### src/rtl/fcfo_pkg.sv
// Shared types, widths and constants for the fine CFO pilot correlator.
// No dependencies; every other file refers to it by scoped names.
package fcfo_pkg;

	localparam int SAMPLE_W   = 16;
	localparam int PROD_W     = 32;
	localparam int ACC_W      = 48;
	// 48-bit sum after the quadrant fold grows by the CORDIC gain (< 2.4x)
	localparam int CORD_W     = 50;
	localparam int PHASE_W    = 16;
	localparam int FFT_W      = 14;
	localparam int SYMLEN_W   = 15;
	localparam int CFO_W      = 20;
	localparam int NUM_W      = PHASE_W + FFT_W + 1;
	localparam int DIVD_W     = 31;
	localparam int DIVS_W     = SYMLEN_W + 1;
	localparam int ATAN_IDX_W = 5;
	localparam int CFG_IDX_W  = 1;
	localparam int CFG_DATA_W = 16;

	localparam logic [CFG_IDX_W-1:0] REG_FFT_SIZE      = 1'b0;
	localparam logic [CFG_IDX_W-1:0] REG_SYMBOL_LENGTH = 1'b1;

	localparam logic [FFT_W-1:0]    FFT_SIZE_RST      = 14'd64;
	localparam logic [SYMLEN_W-1:0] SYMBOL_LENGTH_RST = 15'd80;

	localparam logic signed [CFO_W-1:0] CFO_MAX = 20'sh7FFFF;
	localparam logic signed [CFO_W-1:0] CFO_MIN = 20'sh80000;
	// largest quotient magnitudes that still fit each side
	localparam logic [DIVD_W-1:0] QUO_POS_LIM = 31'd524287;
	localparam logic [DIVD_W-1:0] QUO_NEG_LIM = 31'd524288;

	localparam logic [PHASE_W-1:0] QUARTER_TURN = 16'd16384;

	typedef struct packed {
		logic ready;   // can take a pilot pair this cycle
		logic idle;    // all products folded into the accumulator
	} mac_stat_t;

	// atan(2^-i) in units of pi/32768, rounded
	function automatic logic [PHASE_W-1:0] atan_entry(input logic [ATAN_IDX_W-1:0] idx);
		logic [PHASE_W-1:0] r;
		case (idx)
			5'd0:    r = 16'd8192;
			5'd1:    r = 16'd4836;
			5'd2:    r = 16'd2555;
			5'd3:    r = 16'd1297;
			5'd4:    r = 16'd651;
			5'd5:    r = 16'd326;
			5'd6:    r = 16'd163;
			5'd7:    r = 16'd81;
			5'd8:    r = 16'd41;
			5'd9:    r = 16'd20;
			5'd10:   r = 16'd10;
			5'd11:   r = 16'd5;
			5'd12:   r = 16'd3;
			5'd13:   r = 16'd1;
			5'd14:   r = 16'd1;
			default: r = '0;
		endcase
		return r;
	endfunction

endpackage

### src/rtl/fcfo_if.sv
// Channel interfaces of the fine CFO pilot correlator: pilot pairs in,
// results out, register writes. Depends on fcfo_pkg.
interface fcfo_pilot_if;
	logic                                  valid;
	logic                                  ready;
	logic signed [fcfo_pkg::SAMPLE_W-1:0] sym1_re;
	logic signed [fcfo_pkg::SAMPLE_W-1:0] sym1_im;
	logic signed [fcfo_pkg::SAMPLE_W-1:0] sym2_re;
	logic signed [fcfo_pkg::SAMPLE_W-1:0] sym2_im;
	logic                                  last;

	modport source (output valid, sym1_re, sym1_im, sym2_re, sym2_im, last, input ready);
	modport sink   (input valid, sym1_re, sym1_im, sym2_re, sym2_im, last, output ready);
endinterface

interface fcfo_result_if;
	logic                               valid;
	logic                               ready;
	logic signed [fcfo_pkg::CFO_W-1:0]   cfo;
	logic signed [fcfo_pkg::PHASE_W-1:0] phase;
	logic                               saturated;

	modport source (output valid, cfo, phase, saturated, input ready);
	modport sink   (input valid, cfo, phase, saturated, output ready);
endinterface

interface fcfo_cfg_if;
	logic                              valid;
	logic                              ready;
	logic [fcfo_pkg::CFG_IDX_W-1:0]  index;
	logic [fcfo_pkg::CFG_DATA_W-1:0] data;

	modport source (output valid, index, data, input ready);
	modport sink   (input valid, index, data, output ready);
endinterface

### src/rtl/fcfo_mac.sv
// Complex multiply-accumulate of sym2 * conj(sym1) on one shared 16x16 multiplier,
// four products per pair, 48-bit wrapping sums. Depends on fcfo_pkg.
module fcfo_mac (
	input  logic                                  clk,
	input  logic                                  arst_n,
	input  logic                                  start,
	input  logic                                  clear,
	input  logic signed [fcfo_pkg::SAMPLE_W-1:0] a_re,
	input  logic signed [fcfo_pkg::SAMPLE_W-1:0] a_im,
	input  logic signed [fcfo_pkg::SAMPLE_W-1:0] b_re,
	input  logic signed [fcfo_pkg::SAMPLE_W-1:0] b_im,
	output fcfo_pkg::mac_stat_t                   stat,
	output logic signed [fcfo_pkg::ACC_W-1:0]    acc_re,
	output logic signed [fcfo_pkg::ACC_W-1:0]    acc_im
);

	localparam logic [1:0] PROD_RR = 2'd0;  // b_re * a_re -> re
	localparam logic [1:0] PROD_II = 2'd1;  // b_im * a_im -> re
	localparam logic [1:0] PROD_IR = 2'd2;  // b_im * a_re -> im
	localparam logic [1:0] PROD_RI = 2'd3;  // b_re * a_im -> im, subtracted

	logic                                  busy_q;
	logic [1:0]                            step_q;
	logic signed [fcfo_pkg::SAMPLE_W-1:0] a_re_q, a_im_q, b_re_q, b_im_q;
	logic signed [fcfo_pkg::SAMPLE_W-1:0] op_a, op_b;
	logic signed [fcfo_pkg::PROD_W-1:0]   prod_s1;
	logic [1:0]                            sel_s1;
	logic                                  pv_s1;
	logic signed [fcfo_pkg::ACC_W-1:0]    prod_ext;
	logic signed [fcfo_pkg::ACC_W-1:0]    acc_re_q, acc_im_q;

	assign stat.ready = !busy_q || (step_q == PROD_RI);
	assign stat.idle  = !busy_q && !pv_s1;
	assign acc_re     = acc_re_q;
	assign acc_im     = acc_im_q;

	always_comb begin
		unique case (step_q)
			PROD_RR: begin op_a = b_re_q; op_b = a_re_q; end
			PROD_II: begin op_a = b_im_q; op_b = a_im_q; end
			PROD_IR: begin op_a = b_im_q; op_b = a_re_q; end
			PROD_RI: begin op_a = b_re_q; op_b = a_im_q; end
		endcase
	end

	assign prod_ext = fcfo_pkg::ACC_W'(prod_s1);

	always_ff @(posedge clk) begin
		if (start) begin
			a_re_q <= a_re;
			a_im_q <= a_im;
			b_re_q <= b_re;
			b_im_q <= b_im;
		end
		prod_s1 <= op_a * op_b;
		sel_s1  <= step_q;
	end

	always_ff @(posedge clk or negedge arst_n) begin
		if (!arst_n) begin
			busy_q   <= 1'b0;
			step_q   <= PROD_RR;
			pv_s1    <= 1'b0;
			acc_re_q <= '0;
			acc_im_q <= '0;
		end else begin
			pv_s1 <= busy_q;
			if (start) begin
				busy_q <= 1'b1;
				step_q <= PROD_RR;
			end else if (busy_q) begin
				step_q <= step_q + 2'd1;
				if (step_q == PROD_RI)
					busy_q <= 1'b0;
			end

			if (clear) begin
				acc_re_q <= '0;
				acc_im_q <= '0;
			end else if (pv_s1) begin
				unique case (sel_s1)
					PROD_RR, PROD_II: acc_re_q <= acc_re_q + prod_ext;
					PROD_IR:          acc_im_q <= acc_im_q + prod_ext;
					PROD_RI:          acc_im_q <= acc_im_q - prod_ext;
				endcase
			end
		end
	end

endmodule

### src/rtl/fcfo_cordic.sv
// Iterative vectoring CORDIC: one shift-add step per cycle gives the angle of
// the correlation sum in units of pi/32768. Depends on fcfo_pkg.
module fcfo_cordic #(
	parameter int STEPS = 16
) (
	input  logic                                  clk,
	input  logic                                  arst_n,
	input  logic                                  start,
	input  logic signed [fcfo_pkg::ACC_W-1:0]    x_in,
	input  logic signed [fcfo_pkg::ACC_W-1:0]    y_in,
	output logic                                  done,
	output logic signed [fcfo_pkg::PHASE_W-1:0]  phase
);

	localparam int IW = $clog2(STEPS);
	localparam logic [IW-1:0] LAST_STEP = IW'(STEPS - 1);

	logic signed [fcfo_pkg::CORD_W-1:0] xin_w, yin_w, x0, y0;
	logic signed [fcfo_pkg::CORD_W-1:0] x_q, y_q, dx, dy;
	logic [fcfo_pkg::PHASE_W-1:0]       z0, z_q, at;
	logic [IW-1:0]                      i_q;
	logic                               busy_q, zero_q, done_q;

	assign xin_w = fcfo_pkg::CORD_W'(x_in);
	assign yin_w = fcfo_pkg::CORD_W'(y_in);

	// fold the left half plane onto the right with a quarter turn
	always_comb begin
		x0 = xin_w;
		y0 = yin_w;
		z0 = '0;
		if (xin_w[fcfo_pkg::CORD_W-1]) begin
			if (!yin_w[fcfo_pkg::CORD_W-1]) begin
				x0 = yin_w;
				y0 = -xin_w;
				z0 = fcfo_pkg::QUARTER_TURN;
			end else begin
				x0 = -yin_w;
				y0 = xin_w;
				z0 = -fcfo_pkg::QUARTER_TURN;
			end
		end
	end

	assign dx = y_q >>> i_q;
	assign dy = x_q >>> i_q;
	assign at = fcfo_pkg::atan_entry(fcfo_pkg::ATAN_IDX_W'(i_q));

	always_ff @(posedge clk) begin
		if (start) begin
			x_q    <= x0;
			y_q    <= y0;
			z_q    <= z0;
			zero_q <= (x_in == '0) && (y_in == '0);
		end else if (busy_q) begin
			if (!y_q[fcfo_pkg::CORD_W-1]) begin
				x_q <= x_q + dx;
				y_q <= y_q - dy;
				z_q <= z_q + at;
			end else begin
				x_q <= x_q - dx;
				y_q <= y_q + dy;
				z_q <= z_q - at;
			end
		end
	end

	always_ff @(posedge clk or negedge arst_n) begin
		if (!arst_n) begin
			busy_q <= 1'b0;
			i_q    <= '0;
			done_q <= 1'b0;
		end else begin
			done_q <= busy_q && (i_q == LAST_STEP);
			if (start) begin
				busy_q <= 1'b1;
				i_q    <= '0;
			end else if (busy_q) begin
				i_q <= i_q + IW'(1);
				if (i_q == LAST_STEP)
					busy_q <= 1'b0;
			end
		end
	end

	assign done  = done_q;
	assign phase = zero_q ? '0 : $signed(z_q);

endmodule

### src/rtl/fcfo_div.sv
// Restoring unsigned divider, one quotient bit per cycle, for the offset
// normalization. Depends on fcfo_pkg.
module fcfo_div (
	input  logic                            clk,
	input  logic                            arst_n,
	input  logic                            start,
	input  logic [fcfo_pkg::DIVD_W-1:0]     dividend,
	input  logic [fcfo_pkg::DIVS_W-1:0]     divisor,
	output logic                            done,
	output logic [fcfo_pkg::DIVD_W-1:0]     quotient
);

	localparam int CW = $clog2(fcfo_pkg::DIVD_W);
	localparam logic [CW-1:0] LAST_BIT = CW'(fcfo_pkg::DIVD_W - 1);

	logic [fcfo_pkg::DIVD_W-1:0] num_q, quo_q;
	logic [fcfo_pkg::DIVS_W-1:0] den_q, rem_q;
	logic [fcfo_pkg::DIVS_W:0]   trial, diff;
	logic                        fits;
	logic [CW-1:0]               cnt_q;
	logic                        busy_q, done_q;

	assign trial = {rem_q, num_q[fcfo_pkg::DIVD_W-1]};
	assign diff  = trial - {1'b0, den_q};
	assign fits  = trial >= {1'b0, den_q};

	always_ff @(posedge clk) begin
		if (start) begin
			num_q <= dividend;
			den_q <= divisor;
			rem_q <= '0;
			quo_q <= '0;
		end else if (busy_q) begin
			num_q <= num_q << 1;
			rem_q <= fits ? diff[fcfo_pkg::DIVS_W-1:0] : trial[fcfo_pkg::DIVS_W-1:0];
			quo_q <= {quo_q[fcfo_pkg::DIVD_W-2:0], fits};
		end
	end

	always_ff @(posedge clk or negedge arst_n) begin
		if (!arst_n) begin
			busy_q <= 1'b0;
			cnt_q  <= '0;
			done_q <= 1'b0;
		end else begin
			done_q <= busy_q && (cnt_q == LAST_BIT);
			if (start) begin
				busy_q <= 1'b1;
				cnt_q  <= '0;
			end else if (busy_q) begin
				cnt_q <= cnt_q + CW'(1);
				if (cnt_q == LAST_BIT)
					busy_q <= 1'b0;
			end
		end
	end

	assign done     = done_q;
	assign quotient = quo_q;

endmodule

### src/rtl/fine_cfo_pilot_correlator.sv
// Top level of the fine CFO pilot correlator: register file, result sequencer
// and output register. Depends on fcfo_pkg, fcfo_if, fcfo_mac, fcfo_cordic, fcfo_div.
//
//   channel  dir  handshake       payload
//   pilot    in   valid / ready   sym1_re, sym1_im, sym2_re, sym2_im, last
//   result   out  valid / ready   cfo, phase, saturated
//   cfg      in   valid / ready   index, data (ready is always high)
//
// Pilot pairs without last share the one 16x16 multiplier, which forms four partial
// products per pair; the next pair is taken as the fourth product of the one before starts.
// A pair with last closes the input until its result is loaded: the four products,
// the drain of the product pipe, the angle, scale, check, the divide and the load of
// the output register; the divide is skipped when the angle times fft_size is zero
// or symbol_length is zero.
// The result sits in an output register, so pairs keep flowing while it waits;
// a second result holds the block in ST_DONE until the first is taken.
// Reset clears the accumulator and restores fft_size 64 and symbol_length 80.
module fine_cfo_pilot_correlator #(
	parameter int CORDIC_STEPS = 16
) (
	input  logic          clk,
	input  logic          arst_n,
	fcfo_pilot_if.sink    pilot,
	fcfo_result_if.source result,
	fcfo_cfg_if.sink      cfg
);

	typedef enum logic [6:0] {
		ST_IDLE   = 7'b0000001,
		ST_DRAIN  = 7'b0000010,
		ST_CORDIC = 7'b0000100,
		ST_SCALE  = 7'b0001000,
		ST_CHECK  = 7'b0010000,
		ST_DIV    = 7'b0100000,
		ST_DONE   = 7'b1000000
	} state_t;

	state_t                                state_q;
	logic [fcfo_pkg::FFT_W-1:0]            fft_q;
	logic [fcfo_pkg::SYMLEN_W-1:0]         symlen_q;
	fcfo_pkg::mac_stat_t                   mac_stat;
	logic signed [fcfo_pkg::ACC_W-1:0]     acc_re, acc_im;
	logic                                  pilot_acc;
	logic                                  cord_start, cord_done;
	logic signed [fcfo_pkg::PHASE_W-1:0]   cord_phase, phase_q;
	logic signed [fcfo_pkg::NUM_W-1:0]     num_q, mag;
	logic                                  neg;
	logic                                  div_start, div_done;
	logic [fcfo_pkg::DIVD_W-1:0]           dividend, quotient;
	logic [fcfo_pkg::DIVS_W-1:0]           divisor;
	logic signed [fcfo_pkg::CFO_W-1:0]     res_cfo_q;
	logic                                  res_sat_q;
	logic                                  out_valid_q;
	logic signed [fcfo_pkg::CFO_W-1:0]     out_cfo_q;
	logic signed [fcfo_pkg::PHASE_W-1:0]   out_phase_q;
	logic                                  out_sat_q;
	logic                                  out_load;

	assign pilot.ready = (state_q == ST_IDLE) && mac_stat.ready;
	assign pilot_acc   = pilot.valid && pilot.ready;
	assign cfg.ready   = 1'b1;

	assign cord_start = (state_q == ST_DRAIN) && mac_stat.idle;
	assign div_start  = (state_q == ST_CHECK) && (num_q != '0) && (symlen_q != '0);
	assign out_load   = (state_q == ST_DONE) && (!out_valid_q || result.ready);

	fcfo_mac u_mac (
		.clk    (clk),
		.arst_n (arst_n),
		.start  (pilot_acc),
		.clear  (cord_start),
		.a_re   (pilot.sym1_re),
		.a_im   (pilot.sym1_im),
		.b_re   (pilot.sym2_re),
		.b_im   (pilot.sym2_im),
		.stat   (mac_stat),
		.acc_re (acc_re),
		.acc_im (acc_im)
	);

	fcfo_cordic #(
		.STEPS (CORDIC_STEPS)
	) u_cordic (
		.clk    (clk),
		.arst_n (arst_n),
		.start  (cord_start),
		.x_in   (acc_re),
		.y_in   (acc_im),
		.done   (cord_done),
		.phase  (cord_phase)
	);

	// round half away from zero: (2|num| + L) / 2L
	assign neg      = num_q[fcfo_pkg::NUM_W-1];
	assign mag      = neg ? -num_q : num_q;
	assign dividend = (fcfo_pkg::DIVD_W'(mag) << 1) + fcfo_pkg::DIVD_W'(symlen_q);
	assign divisor  = {symlen_q, 1'b0};

	fcfo_div u_div (
		.clk      (clk),
		.arst_n   (arst_n),
		.start    (div_start),
		.dividend (dividend),
		.divisor  (divisor),
		.done     (div_done),
		.quotient (quotient)
	);

	always_ff @(posedge clk or negedge arst_n) begin
		if (!arst_n) begin
			fft_q    <= fcfo_pkg::FFT_SIZE_RST;
			symlen_q <= fcfo_pkg::SYMBOL_LENGTH_RST;
		end else if (cfg.valid) begin
			unique case (cfg.index)
				fcfo_pkg::REG_FFT_SIZE:      fft_q    <= cfg.data[fcfo_pkg::FFT_W-1:0];
				fcfo_pkg::REG_SYMBOL_LENGTH: symlen_q <= cfg.data[fcfo_pkg::SYMLEN_W-1:0];
			endcase
		end
	end

	always_ff @(posedge clk) begin
		if (state_q == ST_CORDIC && cord_done)
			phase_q <= cord_phase;
		if (state_q == ST_SCALE)
			num_q <= phase_q * $signed({1'b0, fft_q});
		if (state_q == ST_CHECK) begin
			res_sat_q <= symlen_q == '0 && num_q != '0;
			res_cfo_q <= num_q == '0 ? '0 : (neg ? fcfo_pkg::CFO_MIN : fcfo_pkg::CFO_MAX);
		end
		if (state_q == ST_DIV && div_done) begin
			if (!neg) begin
				res_sat_q <= quotient > fcfo_pkg::QUO_POS_LIM;
				res_cfo_q <= quotient > fcfo_pkg::QUO_POS_LIM ? fcfo_pkg::CFO_MAX
				                                              : $signed(quotient[fcfo_pkg::CFO_W-1:0]);
			end else begin
				res_sat_q <= quotient > fcfo_pkg::QUO_NEG_LIM;
				res_cfo_q <= quotient > fcfo_pkg::QUO_NEG_LIM ? fcfo_pkg::CFO_MIN
				             : $signed(fcfo_pkg::CFO_W'(0) - quotient[fcfo_pkg::CFO_W-1:0]);
			end
		end
		if (out_load) begin
			out_cfo_q   <= res_cfo_q;
			out_phase_q <= phase_q;
			out_sat_q   <= res_sat_q;
		end
	end

	always_ff @(posedge clk or negedge arst_n) begin
		if (!arst_n) begin
			state_q     <= ST_IDLE;
			out_valid_q <= 1'b0;
		end else begin
			if (out_load)
				out_valid_q <= 1'b1;
			else if (result.ready)
				out_valid_q <= 1'b0;

			unique case (state_q)
				ST_IDLE:   if (pilot_acc && pilot.last) state_q <= ST_DRAIN;
				ST_DRAIN:  if (mac_stat.idle) state_q <= ST_CORDIC;
				ST_CORDIC: if (cord_done) state_q <= ST_SCALE;
				ST_SCALE:  state_q <= ST_CHECK;
				ST_CHECK:  state_q <= div_start ? ST_DIV : ST_DONE;
				ST_DIV:    if (div_done) state_q <= ST_DONE;
				ST_DONE:   if (out_load) state_q <= ST_IDLE;
				default:   state_q <= ST_IDLE;
			endcase
		end
	end

	assign result.valid     = out_valid_q;
	assign result.cfo       = out_cfo_q;
	assign result.phase     = out_phase_q;
	assign result.saturated = out_sat_q;

endmodule

### src/flat_wrapper.sv
// flat-port wrapper written by rule: the top's interface ports become plain ports
module fine_cfo_pilot_correlator_flat 
#(
	parameter int CORDIC_STEPS = 16
)
  (clk, arst_n, pilot_valid, pilot_sym1_re, pilot_sym1_im, pilot_sym2_re, pilot_sym2_im, pilot_last, pilot_ready, result_valid, result_cfo, result_phase, result_saturated, result_ready, cfg_valid, cfg_index, cfg_data, cfg_ready);
  fcfo_pilot_if pilot_i ();
  fcfo_result_if result_i ();
  fcfo_cfg_if cfg_i ();
  input  logic clk;
  input  logic arst_n;
  input wire logic [$bits(pilot_i.valid)-1:0] pilot_valid;
  input wire logic [$bits(pilot_i.sym1_re)-1:0] pilot_sym1_re;
  input wire logic [$bits(pilot_i.sym1_im)-1:0] pilot_sym1_im;
  input wire logic [$bits(pilot_i.sym2_re)-1:0] pilot_sym2_re;
  input wire logic [$bits(pilot_i.sym2_im)-1:0] pilot_sym2_im;
  input wire logic [$bits(pilot_i.last)-1:0] pilot_last;
  output wire logic [$bits(pilot_i.ready)-1:0] pilot_ready;
  output wire logic [$bits(result_i.valid)-1:0] result_valid;
  output wire logic [$bits(result_i.cfo)-1:0] result_cfo;
  output wire logic [$bits(result_i.phase)-1:0] result_phase;
  output wire logic [$bits(result_i.saturated)-1:0] result_saturated;
  input wire logic [$bits(result_i.ready)-1:0] result_ready;
  input wire logic [$bits(cfg_i.valid)-1:0] cfg_valid;
  input wire logic [$bits(cfg_i.index)-1:0] cfg_index;
  input wire logic [$bits(cfg_i.data)-1:0] cfg_data;
  output wire logic [$bits(cfg_i.ready)-1:0] cfg_ready;
  assign pilot_i.valid = pilot_valid;
  assign pilot_i.sym1_re = pilot_sym1_re;
  assign pilot_i.sym1_im = pilot_sym1_im;
  assign pilot_i.sym2_re = pilot_sym2_re;
  assign pilot_i.sym2_im = pilot_sym2_im;
  assign pilot_i.last = pilot_last;
  assign pilot_ready = pilot_i.ready;
  assign result_valid = result_i.valid;
  assign result_cfo = result_i.cfo;
  assign result_phase = result_i.phase;
  assign result_saturated = result_i.saturated;
  assign result_i.ready = result_ready;
  assign cfg_i.valid = cfg_valid;
  assign cfg_i.index = cfg_index;
  assign cfg_i.data = cfg_data;
  assign cfg_ready = cfg_i.ready;
  fine_cfo_pilot_correlator #(.CORDIC_STEPS(CORDIC_STEPS)) u_core (.clk(clk), .arst_n(arst_n), .pilot(pilot_i), .result(result_i), .cfg(cfg_i));
endmodule
### config.mk
export PLATFORM = sky130hd
export DESIGN_NAME = fine_cfo_pilot_correlator_flat
export DESIGN_NICKNAME = d
export VERILOG_FILES = /design/src/rtl/fcfo_pkg.sv /design/src/rtl/fcfo_if.sv /design/src/rtl/fcfo_mac.sv /design/src/rtl/fcfo_cordic.sv /design/src/rtl/fcfo_div.sv /design/src/rtl/fine_cfo_pilot_correlator.sv /design/src/flat_wrapper.sv
export SDC_FILE = /design/constraint.sdc
export NUM_CORES = 2
export LEC_CHECK = 0
export BUFFER_PORTS_ARGS = -buffer_cell sky130_fd_sc_hd__buf_2
export CORE_ASPECT_RATIO = 0.8
export CORE_MARGIN = 10
export CORE_UTILIZATION = 40
export DETAILED_ROUTE_END_ITERATION = 8
export GPL_TIMING_DRIVEN = 0
export PLACE_DENSITY = 0.53
export SETUP_SLACK_MARGIN = 0.5
export SYNTH_ARGS = -nofsm -noshare
export SYNTH_HDL_FRONTEND = slang
export SYNTH_SLANG_ARGS = --single-unit
### constraint.sdc
create_clock -name clk -period 20.7 [get_ports clk]
set_clock_uncertainty 0.1 [all_clocks]
set_input_delay 5.175 -clock clk [delete_from_list [all_inputs] [get_ports clk]]
set_output_delay 5.175 -clock clk [all_outputs]
set_load 0.05 [all_outputs]
[Word level (Yosys, flattened, before mapping)]
Memories as Yosys holds them, arrays and structs flattened.
Cells that the tools add are included.
Operators by class
  shift operators: 2
  bitwise logic cells: 1
  order comparisons: 3
  $add $sub $neg: 18
  equal/unequal tests: 20
  reductions and logical operators: 45
  multiply operators: 2
  mux-type cells: 61
Operator list (number)
  two-way mux 50 bit: 10
  two-way mux 48 bit: 5
  two-way mux 20 bit: 7
  adder 50 bit: 2
  negator 48 -> 50 bit: 2
  >>> shifter 50 x 4 -> 50 bit: 2
  subtractor 50 bit: 2
  adder 48 x 32 -> 48 bit: 2
  logical NOT 48 bit: 2
  two-way mux 16 bit: 6
  case mux 48 bit (2 select lines): 1
  case mux 16 bit (2 select lines): 2
  two-way mux 31 bit: 2
  case mux 7 bit (7 select lines): 1
  subtractor 48 x 32 -> 48 bit: 1
  two-way mux 7 bit: 6
  multiplier 16 x 16 -> 32 bit: 1
  subtractor 16 bit: 2
  adder 31 x 15 -> 31 bit: 1
  > comparator 31 x 19 -> 1 bit (second input constant): 1
  > comparator 31 x 20 -> 1 bit (second input constant): 1
  logical NOT 31 bit: 1
  multiplier 16 x 15 -> 31 bit: 1
  nonzero test 31 bit: 1
  other kinds (37): 90
Storage, ports and cells
  memories kept: 1
  bits in read-only memories: 224
  bits in registers: 563
  bits of input ports: 87
  output and inout port bits: 40
  word-level logic and storage cells: 189
Memories
  (no name shown): words 16, width 14, rd ports 1, clocked after memory_dff 0, wr ports 0, line fcfo_pkg.sv:43  | case (idx)

[Depth between registers and ports, before layout]
  depth in word-level cells: 7
  depth in mapped cells: 34
  depth with buffers taken out: 29

[By module]
From an unflattened synthesis, not the netlist that was laid out.
Second synthesis, totals
  cell total of the unflattened synthesis: 7164
  area, all modules: 64664.5 um^2
Modules (own cells, without submodules)
  fcfo_mac: area each 22430.3 um^2, seq. area each 5104.9 um^2, cells each 2493, times used 1
  fcfo_cordic: area each 21609.5 um^2, seq. area each 3663.5 um^2, cells each 2683, times used 1
  fine_cfo_pilot_correlator: area each 15730.1 um^2, seq. area each 4083.9 um^2, cells each 1542, times used 1
  fcfo_div: area each 4894.7 um^2, seq. area each 2527.4 um^2, cells each 446, times used 1

[Worst setup path after synthesis]
Ideal clock, no wire load.
  path kind: input to register
  from: in pilot_valid
  to: reg u_core.state_q[6]
  cell stages on the path: 5
  path slack: 12.652 ns
  arrival time: 7.885 ns
  data required time: 20.537 ns
  buffers on the path: 1
  library setup time: 0.063 ns
  cell sequence: and2_1 clkbuf_1 a21oi_1 nor4b_1 or2_2
Between the ends
  word-level cells in the longest chain between the ends: 4
Ends and longest elaborated chain
  start: declaration: line flat_wrapper.sv:12  | input wire logic [$bits(pilot_i.valid)-1:0] pilot_valid;
  logical AND 1 bit: line fine_cfo_pilot_correlator.sv:60  | assign pilot_acc = pilot.valid && pilot.ready;
  net u_core.pilot_acc: line fine_cfo_pilot_correlator.sv:43  | logic pilot_acc;
  logical AND 1 bit: line fine_cfo_pilot_correlator.sv:159  | ST_IDLE: if (pilot_acc && pilot.last) state_q <= ST_DRAIN;
  inequality test 2 bit (no line)
  AND reduction 5 bit (no line)
  end signal: assignment: line fine_cfo_pilot_correlator.sv:163  | ST_CHECK: state_q <= div_start ? ST_DIV : ST_DONE;
  end: declaration: line fine_cfo_pilot_correlator.sv:38  | state_t state_q;
The timed path passes the listed nets, and every way through them passes these cells.
A chain may end at the register's enable or synchronous reset.

[Final worst setup path]
  from: reg u_core.u_cordic.i_q[2]
  to: reg u_core.u_cordic.x_q[49] in the netlist's numbering (data pin)
Between the ends
  word-level cells in the longest chain between the ends: 5
  elaborated cells between the ends (all ways): 6
  classes of those cells: 2 x add/sub; 1 x shift; 3 x mux
Ends and longest elaborated chain
  start: declaration: line fcfo_cordic.sv:21  | logic [IW-1:0] i_q;
  start signal: assignment: line fcfo_cordic.sv:79  | i_q <= i_q + IW'(1);
  >>> shifter 50 x 4 -> 50 bit (*): line fcfo_cordic.sv:45  | assign dx = y_q >>> i_q;
  adder 50 bit or subtractor 50 bit (tied branches): line fcfo_cordic.sv:57, fcfo_cordic.sv:61
  two-way mux 50 bit (*): line fcfo_cordic.sv:56  | if (!y_q[fcfo_pkg::CORD_W-1]) begin
  two-way mux 50 bit (*): line fcfo_cordic.sv:55  | end else if (busy_q) begin
  two-way mux 50 bit (*): line fcfo_cordic.sv:50  | if (start) begin
  end signal: assignment: line fcfo_cordic.sv:57  | x_q <= x_q + dx;
  end signal: assignment: line fcfo_cordic.sv:61  | x_q <= x_q - dx;
  end: declaration: line fcfo_cordic.sv:19  | logic signed [fcfo_pkg::CORD_W-1:0] x_q, y_q, dx, dy;
Mark *: on every way between the ends. The rest lies on a longest branch, timed or not. The select of a mux whose other input is x is not followed.

==> results.toml <==
[status]
status = "finished, violations left"
violations = "capacitance limit, slew limit"

[synthesis]
syn_area_um2 = 63500
synth.largest_area_cell = "edfxtp_1"
synth_cell_type_count = 115
synthArstFlopShare_pct = 26.6
ys_warn_count = 0
synth_nets = 7995
synth_area_leaders = "edfxtp_1, fa_1, ha_1"
synth-seq-area-share_pct = 24.2
synthesis.instances = 7009
syn_avg_cell_area_um2 = 9.06
ys.flop_type = "edfxtp_1"
synth_common_cells = "nand2_1, inv_1, fa_1"
synth-seq-cells = 563
synth-edff-count = 332
yosysTopAreaCellShare_pct = 15.7
yosys.cell_count.top_type = "nand2_1"

[place]
dp_hpwl_mm = 176
port_buffers = 124
gp_congestion = 0.980
preCtsSetupSlack_ps = 9230

[worst_setup_path]
worstPathMaxFanout = 10
slowest_delay_ps = 910
critPathKind = "register to register"
crit_top_cell = "clkbuf_1"
cp-start-kind = "register"
crit_path_top_delay_cell = "clkbuf_1"
worstSetupEndpointType = "register"
required_ps = 21010
crit_arrival_ps = 12730

[timing]
rsz0062_at_grt = "no"
layout_setup_ws_ps = 8270
max_clock_freq_mhz = 80.5
hold_violations = 0
tns_ps = 0
setup_viol = 0
fin_crit_ps = 12430
worst_pin_slew_ps = 1540
slew_viol_final = 9
period_share_pct = 60.0
slew_headroom_pct = -5.37

[global_route]
grt_max_degree = 99
grt_pass1_vias = 52300
grt_pass1_wl_mm = 330
overflow = 0
antenna_found_initial = 11
grt.total_usage_pct = 24.2

[floorplan]
floorplan.rows = 130
dieArea_um2 = 175000
initial_core_util_pct = 40.4
num_io_pins = 127
die_w_um = 465
fp.coreArea_um2 = 157000
die_h_um = 376

[drt]
drc = 0
wl_mm = 217
via_count = 53900
dr.pass1.iters = 8
post_drt_wl_per_cell_um = 23.1
first_iter_violations = 5228
postRouteAntennaNets = 0
via_per_inst = 5.73

[min_path]
holdCritPathClass = "register to register"

[clock_tree]
postCtsHoldBufs = 0
cts_resized = 0
cts_tree = "done"
htreeDepth = 3
root_buffer = "clkbuf_16"
clkTransAtPathRegs_ps = 60
clk_path_buf_depth = 3
clock_latency_ps = 720
postCtsSetupBuffers = 0
cts_sinks = 563
numCtsBuffers = 72

[cells_and_area]
syn_to_final_growth_pct = 9.41
fin_nets = 8201
drive_gt1_share_pct = 7.64

[run]
drv_cap = 2
## critical path, delay by kind of cell (launching register included)
kind / cells / cell delay, ps
flip-flops: 1 / 320
buffers and inverters: 11 / 6370
adder cells (fa/ha/maj): 2 / 580
AND/OR/NAND/NOR: 7 / 1870
AO/OA/AOI/OAI: 7 / 2310
XOR/XNOR: 2 / 550
## layout by cell type (no fill, tap or decap), drive strengths merged, types with 34 or more instances in the layout
cell type / instances
nand2: 735
a21o: 153
or3: 37
mux2i: 179
nor2b: 72
mux2: 102
o21ai: 501
o31ai: 64
a21oi: 421
nor4: 34
ha: 412
dfrtp: 146
nand4: 41
and3: 50
xnor2: 318
buf: 214
xor2: 222
nand3: 158
nor2: 460
mux4: 85
fa: 487
o21a: 35
a211oi: 46
dfxtp: 81
inv: 673
edfxtp: 332
o211ai: 110
o21bai: 52
a31oi: 72
and2: 165
nor3: 82
nand2b: 70
clkbuf: 345
## layout make-up
| class | instances | area, µm² |
|---|---|---|
| clock inverters | 49 | 587 |
| plain buffers | 342 | 1570 |
| inverters | 665 | 2500 |
| well taps | 2112 | 2640 |
| flip-flops and latches | 563 | 15300 |
| diodes | 6 | 15.0 |
| fillers | 15600 | 87800 |
| repair buffers | 132 | 788 |
| multi-input cells | 5439 | 44100 |
| clock buffers | 85 | 1900 |
## per-stage QoR
step | cell area (µm²) | util (%) | hold slack [ps] | instances
2_1_floorplan | 63500 | - | 271 | 7009
4_1_cts | 69400 | 44.1 | 317 | 9387
5_1_grt | 69400 | 44.1 | 323 | 9388
3_3_place_gp | 66700 | 42.4 | 282 | 9245
6_report | 69500 | 44.2 | 308 | 9393
3_5_place_dp | 67000 | 42.6 | 296 | 9253
## layer usage
| layer | track usage [%] | part of all wire [%] | vias up |
|---|---|---|---|
| li1 | - | - | 24800 |
| met1 | 35.9 | 47 | 26600 |
| met2 | 35.6 | 42 | 2175 |
| met3 | 4.83 | 8.6 | 308 |
| met4 | 6.42 | 2.9 | 6 |
| met5 | 0 | 0.016 | - |
## final timing paths
check | start | to | slack (ps) | depth (start not counted)
hold / removal | u_core.u_mac.step_q[1] | u_core.u_mac.sel_s1[1] | 310 | 0
max in group asynchronous | arst_n | u_core.fft_q[12] | 15110 | 2
setup / recovery | u_core.u_cordic.i_q[2] | u_core.u_cordic.x_q[49] | 8270 | 29
hold reg to reg | u_core.u_mac.step_q[1] | u_core.u_mac.sel_s1[1] | 310 | 0
min in group asynchronous | arst_n | u_core.u_cordic.i_q[1] | 4330 | 1
setup reg to reg | u_core.u_cordic.i_q[2] | u_core.u_cordic.x_q[49] | 8270 | 29
## sequential cells by signal, summed over array words and instances (netlist names), 20 cells and up
signal                 cells
u_core.u_cordic.y_q       50
u_core.u_cordic.x_q       50
u_core.u_mac.acc_im       48
u_core.result.cfo         20
u_core.u_div.quotient     31
u_core.num_q              31
u_core.u_mac.prod_s1      32
u_core.res_cfo_q          20
u_core.u_mac.acc_re       48
u_core.u_div.num_q        31
## logic make-up (layout without fill, tap and decap cells)
group / after synthesis / count (layout) / synth area share (%)
AND/OR/NAND/NOR: 2022 / 2022 / 15.2
AO/OA/AOI/OAI: 1610 / 1610 / 15.6
buffers and inverters: 1007 / 1273 / 6.40
adder cells (fa/ha/maj): 900 / 900 / 23.5
flip-flops: 563 / 563 / 24.2
XOR/XNOR: 540 / 540 / 7.45
multiplexers: 366 / 366 / 7.71
other: 1 / 7 / 0.00591
Power is not shown: default switching activity piles up to over one toggle a cycle in this logic, so the estimate is an artifact.
